--- config.mk ---
export PLATFORM = sky130hd
export DESIGN_NAME = parallel_io_card_decoder_unit
export DESIGN_NICKNAME = d
export VERILOG_FILES = /design/src/piocd_pkg.sv /design/src/piocd_front.sv /design/src/piocd_queue.sv /design/src/piocd_back.sv /design/src/parallel_io_card_decoder_unit.sv
export VERILOG_INCLUDE_DIRS = /design/src /design/src/src
export SDC_FILE = /design/constraint.sdc
export NUM_CORES = 1
export LEC_CHECK = 0
export BUFFER_PORTS_ARGS = -buffer_cell sky130_fd_sc_hd__buf_2
export CAP_MARGIN = 20
export CORE_MARGIN = 3
export CORE_UTILIZATION = 58
export DETAILED_ROUTE_END_ITERATION = 10
export PLACE_DENSITY = 0.79
export SLEW_MARGIN = 20
export SYNTH_ARGS = -nofsm -noshare
export SYNTH_HDL_FRONTEND = slang
export SYNTH_SLANG_ARGS = --single-unit
--- constraint.sdc ---
create_clock -name clock -period 8.3 [get_ports clock]
set_input_delay 1.245 -clock clock [delete_from_list [all_inputs] [get_ports clock]]
set_output_delay 1.245 -clock clock [all_outputs]
set_load 0.01 [all_outputs]
--- src/assert_macros.svh ---
// Assertion helpers shared by the decoder unit modules.
// Each macro expects signals named clock and reset in the calling scope.
`ifndef ASSERT_MACROS_SVH
`define ASSERT_MACROS_SVH

// Plain property, checked outside reset.
`define PIOCD_ASSERT(label, prop, msg) \
   label: assert property (@(posedge clock) disable iff (reset) (prop)) else $error(msg);

// Same-cycle implication, checked outside reset.
`define PIOCD_ASSERT_IMP(label, ante, cons, msg) \
   label: assert property (@(posedge clock) disable iff (reset) (ante) |-> (cons)) \
      else $error(msg);

`endif

--- src/piocd_pkg.sv ---
// ----------------------------------------------------------------------------
// piocd_pkg
// Types, codes and constants of the parallel I/O card decoder unit.
// ----------------------------------------------------------------------------
`default_nettype none

package piocd_pkg;

   localparam int TERM_W      = 3;
   localparam int BYTE_W      = 8;
   localparam int ADDR_W      = 16;
   localparam int OP_W        = 2;
   localparam int MODE_W      = 2;
   localparam int CSR_IDX_W   = 1;
   localparam int QUEUE_DEPTH = 2;

   localparam logic [BYTE_W-1:0] ACK_TICKS = 8'd200;

   // bus operations
   localparam logic [OP_W-1:0] OP_READ   = 2'd0;
   localparam logic [OP_W-1:0] OP_WRITE  = 2'd1;
   localparam logic [OP_W-1:0] OP_STROBE = 2'd2;
   localparam logic [OP_W-1:0] OP_TICK   = 2'd3;

   // card modes
   localparam logic [MODE_W-1:0] MODE_4IN_4OUT = 2'd0;
   localparam logic [MODE_W-1:0] MODE_8IN      = 2'd1;
   localparam logic [MODE_W-1:0] MODE_8OUT     = 2'd2;

   // configuration register indexes
   localparam logic [CSR_IDX_W-1:0] CSR_CARD_MODE = 1'b0;
   localparam logic [CSR_IDX_W-1:0] CSR_ADDR_SEL  = 1'b1;

   typedef struct packed {
      logic [OP_W-1:0]   op;
      logic [ADDR_W-1:0] bus_address;
      logic [TERM_W-1:0] strobe_terminal;
      logic [BYTE_W-1:0] strobe_data;
   } req_type;

   typedef struct packed {
      logic              addressed;
      logic [BYTE_W-1:0] read_data;
      logic              write_done;
      logic [TERM_W-1:0] out_terminal;
      logic [BYTE_W-1:0] out_data;
      logic [BYTE_W-1:0] ack_lines;
      logic              direction_error;
   } rsp_type;

   // classified item passed from the front end to the back end
   typedef struct packed {
      logic              addressed;
      logic              dir_err;
      logic              do_read;
      logic [TERM_W-1:0] rd_term;
      logic              do_write;
      logic [TERM_W-1:0] wr_term;
      logic [BYTE_W-1:0] wr_data;
      logic              do_strobe;
      logic [TERM_W-1:0] st_term;
      logic [BYTE_W-1:0] st_data;
      logic              do_tick;
   } cmd_type;

endpackage

`default_nettype wire

--- src/piocd_front.sv ---
// ----------------------------------------------------------------------------
// piocd_front
// Holds the configuration registers and classifies each request beat into
// a command: address match, terminal choice and direction check.
// ----------------------------------------------------------------------------
`default_nettype none

module piocd_front (
   input  wire logic                         clock,
   input  wire logic                         reset,
   input  wire logic                         csr_valid,
   output logic                              csr_ready,
   input  wire logic [piocd_pkg::CSR_IDX_W-1:0] csr_index,
   input  wire logic [piocd_pkg::BYTE_W-1:0] csr_wdata,
   input  wire piocd_pkg::req_type           req_data,
   output piocd_pkg::cmd_type                cmd
);
   import piocd_pkg::*;

   logic [MODE_W-1:0] mode_ff;
   logic [MODE_W-1:0] mode_in;
   logic [BYTE_W-1:0] sel_ff;
   logic [BYTE_W-1:0] sel_in;

   logic [ADDR_W-1:0] a;
   logic [TERM_W:0]   owned;
   logic              rd_match;
   logic              wr_match;
   logic [TERM_W-1:0] rd_term;
   logic              rd_owned;
   logic              st_owned;

   assign csr_ready = 1'b1;

   always_comb begin
      mode_in = mode_ff;
      sel_in  = sel_ff;
      if (csr_valid) begin
         case (csr_index)
            CSR_CARD_MODE: mode_in = csr_wdata[MODE_W-1:0];
            CSR_ADDR_SEL:  sel_in  = csr_wdata;
            default:       ;
         endcase
      end
   end

   always_ff @(posedge clock) begin
      if (reset) begin
         mode_ff <= '0;
         sel_ff  <= '0;
      end else begin
         mode_ff <= mode_in;
         sel_ff  <= sel_in;
      end
   end

   assign a = req_data.bus_address;

   always_comb begin
      case (mode_ff)
         MODE_4IN_4OUT: owned = 4'd4;
         MODE_8IN:      owned = 4'd8;
         default:       owned = 4'd0;
      endcase
   end

   // address match per mode and direction
   always_comb begin
      case (mode_ff)
         MODE_4IN_4OUT: begin
            rd_match = (a[11:9] == 3'b000) && (a[2] == sel_ff[0]);
            wr_match = (a[13:11] == sel_ff[7:5]);
         end
         MODE_8IN: begin
            rd_match = ({a[11:9], a[7:3]} == sel_ff);
            wr_match = rd_match;
         end
         MODE_8OUT: begin
            rd_match = ({a[13:12], 6'b000000} == sel_ff);
            wr_match = rd_match;
         end
         default: begin
            rd_match = 1'b0;
            wr_match = 1'b0;
         end
      endcase
   end

   // in 4-in/4-out mode, shift the read terminal down by four when the selection picks the upper half
   always_comb begin
      rd_term = a[TERM_W-1:0];
      if ((mode_ff == MODE_4IN_4OUT) && sel_ff[0])
         rd_term = a[TERM_W-1:0] - 3'd4;
   end

   assign rd_owned = ({1'b0, rd_term} < owned);
   assign st_owned = ({1'b0, req_data.strobe_terminal} < owned);

   always_comb begin
      cmd           = '0;
      cmd.rd_term   = rd_term;
      cmd.wr_data   = a[BYTE_W-1:0];
      cmd.st_term   = req_data.strobe_terminal;
      cmd.st_data   = req_data.strobe_data;
      cmd.wr_term   = (mode_ff == MODE_4IN_4OUT) ? {1'b1, a[10:9]} : a[11:9];
      case (req_data.op)
         OP_READ: begin
            if (rd_match) begin
               cmd.addressed = 1'b1;
               cmd.do_read   = rd_owned;
               cmd.dir_err   = !rd_owned;
            end
         end
         OP_WRITE: begin
            if (wr_match) begin
               cmd.addressed = 1'b1;
               if ((mode_ff == MODE_4IN_4OUT) || (mode_ff == MODE_8OUT))
                  cmd.do_write = 1'b1;
               else
                  cmd.dir_err  = 1'b1;
            end
         end
         OP_STROBE: begin
            cmd.do_strobe = st_owned;
            cmd.dir_err   = !st_owned;
         end
         OP_TICK: cmd.do_tick = 1'b1;
         default: ;
      endcase
   end

endmodule

`default_nettype wire

--- src/piocd_queue.sv ---
// ----------------------------------------------------------------------------
// piocd_queue
// Short command queue between the front end and the back end.
// ----------------------------------------------------------------------------
`default_nettype none

`include "assert_macros.svh"

module piocd_queue (
   input  wire logic               clock,
   input  wire logic               reset,
   input  wire logic               push,
   input  wire piocd_pkg::cmd_type push_cmd,
   output logic                    full,
   input  wire logic               pop,
   output logic                    head_valid,
   output piocd_pkg::cmd_type      head_cmd
);
   import piocd_pkg::*;

   localparam int PTR_W = $clog2(QUEUE_DEPTH);
   localparam int CNT_W = $clog2(QUEUE_DEPTH + 1);
   localparam logic [CNT_W-1:0] DEPTH_CNT = CNT_W'(QUEUE_DEPTH);

   cmd_type           entry_ff [QUEUE_DEPTH];
   logic [PTR_W-1:0]  wr_ptr_ff;
   logic [PTR_W-1:0]  wr_ptr_in;
   logic [PTR_W-1:0]  rd_ptr_ff;
   logic [PTR_W-1:0]  rd_ptr_in;
   logic [CNT_W-1:0]  cnt_ff;
   logic [CNT_W-1:0]  cnt_in;

   assign full       = (cnt_ff == DEPTH_CNT);
   assign head_valid = (cnt_ff != '0);
   assign head_cmd   = entry_ff[rd_ptr_ff];

   always_comb begin
      wr_ptr_in = wr_ptr_ff;
      rd_ptr_in = rd_ptr_ff;
      cnt_in    = cnt_ff;
      if (push)
         wr_ptr_in = (wr_ptr_ff == PTR_W'(QUEUE_DEPTH - 1)) ? '0 : wr_ptr_ff + 1'b1;
      if (pop)
         rd_ptr_in = (rd_ptr_ff == PTR_W'(QUEUE_DEPTH - 1)) ? '0 : rd_ptr_ff + 1'b1;
      case ({push, pop})
         2'b10:   cnt_in = cnt_ff + 1'b1;
         2'b01:   cnt_in = cnt_ff - 1'b1;
         default: cnt_in = cnt_ff;
      endcase
   end

   always_ff @(posedge clock) begin
      if (reset) begin
         wr_ptr_ff <= '0;
         rd_ptr_ff <= '0;
         cnt_ff    <= '0;
      end else begin
         wr_ptr_ff <= wr_ptr_in;
         rd_ptr_ff <= rd_ptr_in;
         cnt_ff    <= cnt_in;
      end
   end

   always_ff @(posedge clock) begin
      if (push)
         entry_ff[wr_ptr_ff] <= push_cmd;
   end

   `PIOCD_ASSERT_IMP(a_no_overflow, full, !push, "push into a full command queue")
   `PIOCD_ASSERT_IMP(a_no_underflow, pop, head_valid, "pop from an empty command queue")
   `PIOCD_ASSERT(a_cnt_bound, cnt_ff <= DEPTH_CNT, "command queue count out of range")

endmodule

`default_nettype wire

--- src/piocd_back.sv ---
// ----------------------------------------------------------------------------
// piocd_back
// Executes queued commands against the terminal latches and acknowledge
// countdowns, and holds the result beat in the output register.
// ----------------------------------------------------------------------------
`default_nettype none

`include "assert_macros.svh"

module piocd_back (
   input  wire logic               clock,
   input  wire logic               reset,
   input  wire logic               head_valid,
   input  wire piocd_pkg::cmd_type head_cmd,
   output logic                    pop,
   output logic                    rsp_valid,
   input  wire logic               rsp_stall,
   output piocd_pkg::rsp_type      rsp_data
);
   import piocd_pkg::*;

   localparam int TERMS = 2 ** TERM_W;

   logic [BYTE_W-1:0] latch_ff [TERMS];
   logic [BYTE_W-1:0] latch_in [TERMS];
   logic [BYTE_W-1:0] cnt_ff   [TERMS];
   logic [BYTE_W-1:0] cnt_in   [TERMS];
   logic              rsp_valid_ff;
   logic              rsp_valid_in;
   rsp_type           rsp_ff;
   rsp_type           rsp_in;

   // advance when the output register is empty or being taken
   assign pop = head_valid && (!rsp_valid_ff || !rsp_stall);

   always_comb begin
      for (int t = 0; t < TERMS; t++) begin
         latch_in[t] = latch_ff[t];
         cnt_in[t]   = cnt_ff[t];
         if (head_cmd.do_tick && (cnt_ff[t] != '0))
            cnt_in[t] = cnt_ff[t] - 1'b1;
      end
      if (head_cmd.do_strobe)
         latch_in[head_cmd.st_term] = head_cmd.st_data;
      if (head_cmd.do_write)
         cnt_in[head_cmd.wr_term] = ACK_TICKS;
   end

   always_comb begin
      rsp_in                 = '0;
      rsp_in.addressed       = head_cmd.addressed;
      rsp_in.direction_error = head_cmd.dir_err;
      if (head_cmd.do_read)
         rsp_in.read_data = latch_ff[head_cmd.rd_term];
      if (head_cmd.do_write) begin
         rsp_in.write_done   = 1'b1;
         rsp_in.out_terminal = head_cmd.wr_term;
         rsp_in.out_data     = head_cmd.wr_data;
      end
      for (int t = 0; t < TERMS; t++)
         rsp_in.ack_lines[t] = (cnt_in[t] != '0);
   end

   always_comb begin
      rsp_valid_in = rsp_valid_ff;
      if (!rsp_valid_ff || !rsp_stall)
         rsp_valid_in = head_valid;
   end

   always_ff @(posedge clock) begin
      if (reset) begin
         rsp_valid_ff <= 1'b0;
         for (int t = 0; t < TERMS; t++) begin
            latch_ff[t] <= '0;
            cnt_ff[t]   <= '0;
         end
      end else begin
         rsp_valid_ff <= rsp_valid_in;
         if (pop) begin
            for (int t = 0; t < TERMS; t++) begin
               latch_ff[t] <= latch_in[t];
               cnt_ff[t]   <= cnt_in[t];
            end
         end
      end
   end

   always_ff @(posedge clock) begin
      if (pop)
         rsp_ff <= rsp_in;
   end

   assign rsp_valid = rsp_valid_ff;
   assign rsp_data  = rsp_ff;

   `PIOCD_ASSERT_IMP(a_write_acks, rsp_valid_ff && rsp_ff.write_done,
      rsp_ff.ack_lines[rsp_ff.out_terminal], "written terminal has no acknowledge raised")
   `PIOCD_ASSERT_IMP(a_write_no_err, rsp_valid_ff && rsp_ff.write_done,
      rsp_ff.addressed && !rsp_ff.direction_error, "write result flagged inconsistently")
   `PIOCD_ASSERT_IMP(a_read_needs_addr, rsp_valid_ff && (rsp_ff.read_data != '0),
      rsp_ff.addressed, "read data returned for an unaddressed beat")

endmodule

`default_nettype wire

--- src/parallel_io_card_decoder_unit.sv ---
// ----------------------------------------------------------------------------
// parallel_io_card_decoder_unit
// Byte I/O card decoder: address match, input latching and output writes
// with per-terminal acknowledge countdowns.
// ----------------------------------------------------------------------------
// Path: a request beat is written into the command queue, then into the output
//   register, from which its result beat is taken.
// Throughput: one request beat per cycle while req_stall (queue full) is low;
//   the two-entry command queue lets requests keep flowing for two beats while the result is stalled.
// Reset (synchronous, active high) clears mode, selection, all latches and
//   countdowns, and empties the queue and output register.
`default_nettype none

module parallel_io_card_decoder_unit (
   input  wire logic                            clock,
   input  wire logic                            reset,
   input  wire logic                            req_valid,
   output logic                                 req_stall,
   input  wire piocd_pkg::req_type              req_data,
   output logic                                 rsp_valid,
   input  wire logic                            rsp_stall,
   output piocd_pkg::rsp_type                   rsp_data,
   input  wire logic                            csr_valid,
   output logic                                 csr_ready,
   input  wire logic [piocd_pkg::CSR_IDX_W-1:0] csr_index,
   input  wire logic [piocd_pkg::BYTE_W-1:0]    csr_wdata
);
   import piocd_pkg::*;

   cmd_type front_cmd;
   cmd_type head_cmd;
   logic    q_full;
   logic    q_push;
   logic    q_pop;
   logic    head_valid;

   assign req_stall = q_full;
   assign q_push    = req_valid && !q_full;

   piocd_front u_front (
      .clock     (clock),
      .reset     (reset),
      .csr_valid (csr_valid),
      .csr_ready (csr_ready),
      .csr_index (csr_index),
      .csr_wdata (csr_wdata),
      .req_data  (req_data),
      .cmd       (front_cmd)
   );

   piocd_queue u_queue (
      .clock      (clock),
      .reset      (reset),
      .push       (q_push),
      .push_cmd   (front_cmd),
      .full       (q_full),
      .pop        (q_pop),
      .head_valid (head_valid),
      .head_cmd   (head_cmd)
   );

   piocd_back u_back (
      .clock      (clock),
      .reset      (reset),
      .head_valid (head_valid),
      .head_cmd   (head_cmd),
      .pop        (q_pop),
      .rsp_valid  (rsp_valid),
      .rsp_stall  (rsp_stall),
      .rsp_data   (rsp_data)
   );

endmodule

`default_nettype wire
# [Yosys cells after proc, flatten, opt, wreduce, memory -nomap -nowiden]
# Memories as Yosys holds them, arrays and structs flattened. A register that Yosys moved wholly into a read port is not among the register bits.
# Index checks and enable logic that the tools add are counted.
[totals] regBits=37 latch_bits=0 mem_bits_rw=190 rom_bits=0 in_bits=43 out_inout_bits=33 elab_cells=173 memories=3
[classes] addsub=13 multipliers=0 n_div=0 n_lt_le_gt_ge=6 n_eq_ne=12 shift=0 n_mux=60 n_bitwise=22 n_reduce_logical=45
[mem_list] name="u_back.cnt_ff" depth=8 width=8 rd=8 rd_clocked_by_memory_dff=0 write_ports=8 line_no="piocd_back.sv:26" text="logic [BYTE_W-1:0] cnt_ff [TERMS];"
[mem_list] name="u_back.latch_ff" depth=8 width=8 rd=9 rd_clocked_by_memory_dff=1 write_ports=8 line_no="piocd_back.sv:24" text="logic [BYTE_W-1:0] latch_ff [TERMS];"
[mem_list] name="u_queue.entry_ff" depth=2 width=31 rd=1 rd_clocked_by_memory_dff=1 write_ports=1 line_no="piocd_queue.sv:25" text="cmd_type entry_ff [QUEUE_DEPTH];"
[op_table] op="2-to-1 mux 8 bit" n=26
[op_table] op="2-to-1 mux 64 bit" n=2
[op_table] op="nonzero test 8 bit" n=16
[op_table] op="bitwise mux 64 bit" n=1
[op_table] op="subtractor 8 x 1 -> 8 bit (second input constant)" n=8
[op_table] op="demux 8 bit (select 3 bit)" n=2
[op_table] op="bitwise AND 40 bit" n=1
[op_table] op="inverter 40 bit" n=1
[op_table] op="OR 24 bit" n=1
[op_table] op="2-to-1 mux 1 bit" n=18
[op_table] op="== test 8 bit" n=2
[op_table] op="OR 1 bit" n=16
[op_table] op="logical AND 1 bit" n=14
[op_table] op="2-to-1 mux 12 bit" n=1
[op_table] op="== test 2 bit (second input constant)" n=5
[op_table] op="2-to-1 mux 3 bit" n=3
[op_table] op="one-hot mux 1 bit (3 select lines)" n=3
[op_table] op=">= comparator 4 bit (second input constant)" n=2
[op_table] op="< comparator 3 x 4 -> 1 bit" n=2
[op_table] op="< comparator 4 x 1 -> 1 bit (second input constant)" n=2
[op_table] op="inverter 3 -> 4 bit" n=2
[op_table] op="one-hot mux 4 bit (2 select lines)" n=1
[op_table] op="== test 2 x 1 -> 1 bit (second input constant)" n=3
[op_table] op="logical NOT 1 bit" n=6
[op_table] op="other kinds (15)" n=20

# [Depth between registers and ports, before layout]
[depth] depth_word=9 ltp_mapped=9 depth_no_buf=7

# [By module]
# From an unflattened synthesis, not the netlist that was laid out.
[hier_totals] hier_cells=1049 hier_area_um2=12395.6
[modules_own_cells] mod="piocd_back" n_inst=1 cells_each=813 area_per_inst_um2=9043.7 seq_area_each_um2=4764.6
[modules_own_cells] mod="piocd_queue" n_inst=1 cells_each=118 area_per_inst_um2=2433.6 seq_area_each_um2=1961.9
[modules_own_cells] mod="piocd_front" n_inst=1 cells_each=117 area_per_inst_um2=904.6 seq_area_each_um2=200.2
[modules_own_cells] mod="parallel_io_card_decoder_unit" n_inst=1 cells_each=1 area_per_inst_um2=13.8 seq_area_each_um2=0.0

# [Worst setup path before layout]
# No wires, ideal clock.
[synth_timing] path_type="input port to flip-flop" start="in rsp_stall" end="mem u_back.latch_ff[0][0], enable pin" setup_ns=0.464 arrival_time_ns=3.777 required_ns=7.836 path_slack_ns=4.059 cell_stages=3 n_path_buf=0 path_cell_list="nand2_1 -> o21ai_0 -> o21bai_1"
[synth_lines] item="start: declaration" line_no="parallel_io_card_decoder_unit.sv:21" text="input wire logic rsp_stall,"
[synth_lines] item="end: declaration" line_no="piocd_back.sv:24"

==> qor.yml <==
outcome:
  status: "complete, no violations"
timing:
  maxSlewHeadroom_pct: 24.9
  whs_ns: 0.479
  fin_crit_sh_pct: 47.9
  finalCriticalPeriod_ns: 3.97
  fmax_ghz: 0.252
  worstMarginPinSlew_ns: 1.12
  tns_ns: 0
  rsz0062_at_grt: "no"
  setup_viol: 0
  slew_violations: 0
  fin_skew_ns: 0.0170
  hold_viol: 0
setup_path:
  cp-start-kind: "input port"
  crit_type: "in2reg"
  crit_chain: "buf_2 > nand2_1 > o21ai_0 > clkinv_1 > buf_4 > nand2b_2 > buf_4 > a211oi_1"
  cpPeakStageDelay_ns: 0.85
  crit_family: "buffers and inverters"
  crit_fanout: 44
  worstPathRequired_ns: 8.52
  crit_path_end_kind: "flop"
  cp_common_cell: "buf_4"
  crit_slowest_cell: "clkinv_1"
  arrival_ns: 4.19
  cp_num_buf_inv: 4
clock_network:
  clockRootBuffer: "clkbuf_16"
  cts_tree: "yes"
  clk_latency_ns: 0.52
  htree_levels: 1
  post-cts-setup-buffer-count: 0
  clock-sinks: 232
  cts_resized: 0
  clock_path_buffers: 3
  path_clk_slew_ns: 0.06
  postCtsHoldBufs: 0
  cts_buffers: 25
finish:
  nNetsFinal: 1226
  multiInputGateArea_mm2: 0.00475
  diodes: 0
  seq_area_mm2: 0.00681
  drive_gt1_share_pct: 13.8
  syn2layout_area_growth_pct: 11.9
  fillCellCount: 1493
floorplan:
  ios: 76
  fp.dieW_um: 149
  fp.dieArea_mm2: 0.0222
  die_h_um: 149
  core_area_mm2: 0.0198
  fp-row-count: 51
  initial_utilization_pct: 59.8
yosys:
  synth_seq_area_share_pct: 57.5
  yosysMostFrequentCell: "edfxtp_1"
  synth_edf_count: 216
  synthArstFlopShare_pct: 0
  synth_area_leaders: "edfxtp_1 (55%), nor2_1 (5.3%), a211oi_1 (4.7%), nand2_1 (3.7%), nand3_1 (3.0%)"
  synth_cell_types: 60
  yosys.area.top_type: "edfxtp_1"
  syn_avg_cell_area_um2: 10.7
  synth_top_area_share_pct: 54.8
  synthCells: 1105
  synth_area_mm2: 0.0118
  synthTopCellsByCount: "edfxtp_1 (216), nor2_1 (166), nand2_1 (118)"
  ys_ff_latch: 232
  synth-main-ff-cell: "edfxtp_1"
  syn-num-nets: 1165
  yosysWarnings: 0
placement:
  hpwl_mm: 16.6
  portBuffers: 71
  gp_congestion: 0.855
drt:
  vias: 8727
  wl_met1_mm: 11.2
  initialDrtViolationCount: 903
  drc_errors: 0
  routedWlPerCell_um: 17.7
  met3_length_mm: 2.01
  met2WireLength_mm: 12.1
  ant_nets: 0
  dr.pass1.iters: 7
  wirelength_mm: 25.6
  vias_per_cell: 6.02
  routed.top_layer: "met4"
grt:
  grt_pass1_vias: 8305
  grt_start_max_net_pins: 65
  track_usage_pct: 23.2
  overflow: 0
  antenna_found_initial: 0
  grt_pass1_wl_mm: 42.0
power:
  power.total_mw: 4.84
  powerDensity_mw_per_mm2: 366
  irDropWorstVdd_uv: 192
  leakagePower_nw: 4.70
hold_path:
  min_path_type: "reg2reg"
job:
  maxCapViolations: 0
[metrics by stage]
step / instances / cell area [µm²] / setup slack, ns / util, %
floorplan: 1105 / 11800 / 4.06 / -
global placement: 1403 / 12400 / 3.82 / 62.8
detailed placement: 1403 / 12400 / 3.73 / 62.8
CTS: 1448 / 13200 / 4.27 / 66.8
global route: 1449 / 13200 / 4.12 / 67.0
finish: 1449 / 13200 / 4.33 / 67.0
[final timing paths]
kind	start	slack (ns)	end	cells past startpoint
min reg2reg	u_back.rsp_valid	0.48	u_back.rsp_valid	2
max	rsp_stall	4.33	u_back.latch_ff[2][3]	8
min	u_back.rsp_valid	0.48	u_back.rsp_valid	2
max reg2reg	u_queue.cnt_ff[0]	4.40	u_back.latch_ff[2][3]	6
[area by class of cell]
class	instances	share of cell area [%]
inverters	31	0.879
repair buffers	83	3.36
clock buffers	31	5.12
multi-input cells	793	35.9
clock inverters	14	0.850
well taps	265	2.50
flip-flops and latches	232	51.4
[state kept, by name, indices dropped and copies added, names as in the netlist, named ones only]
| register | count |
|---|---|
| u_back.cnt_ff | 64 |
| u_back.latch_ff | 64 |
| u_back.rsp_data | 30 |
| u_back.rsp_valid | 1 |
| u_front.mode_ff | 2 |
| u_front.sel_ff | 8 |
| u_queue.cnt_ff | 2 |
| u_queue.entry_ff | 58 |
| u_queue.rd_ptr_ff | 1 |
| u_queue.wr_ptr_ff | 1 |
[worst min-delay path, cell delays in order (launching register included)]
cell and delay [ns]:
dfxtp_1 0.30, nand2_1 0.07, a21oi_1 0.06
[power by group]
group / switching, mW / total (mW) / internal [mW]
logic: 1.16 / 1.79 / 0.633
registers: 0.244 / 1.99 / 1.74
clock network: 0.448 / 1.06 / 0.612
[cells by family after synthesis]
kind of cell / count (synthesis) / share of synthesized area (%)
XOR/XNOR: 43 / 3.18
flip-flops: 232 / 57.5
multiplexers: 43 / 3.74
AO/OA/AOI/OAI: 211 / 12.1
other: 1 / 0.0317
AND/OR/NAND/NOR: 478 / 18.9
adder cells (fa/ha/maj): 17 / 1.80
buffers and inverters: 80 / 2.72
[per-layer routing]
metal  track usage [%]  vias to the layer above
li1                  -                     4223
met1              33.0                     4143
met2              37.7                      331
met3              4.59                       30
met4              4.58                        0
met5                 0                        -
[layout by cell type, fill, tap and decap left out, drive strengths merged, types with 5 or more instances in the layout]
cell type / count
nor4b: 6
a21oi: 57
nand2b: 11
or4: 6
a211oi: 74
dfxtp: 16
and2: 5
o21a: 5
xnor2: 19
nor2: 166
mux2i: 33
nor4: 9
nor2b: 8
edfxtp: 216
nand4: 8
mux2: 10
or2: 8
and3: 13
a31oi: 5
clkinv: 8
clkbuf: 31
a2111oi: 6
nand3: 71
buf: 83
clkinvlp: 6
nor3: 20
inv: 30
or3: 11
nor3b: 8
xor2: 24
o21ai: 22
nand2: 118
ha: 17
No activity file was read; power rests on OpenSTA's default activity.
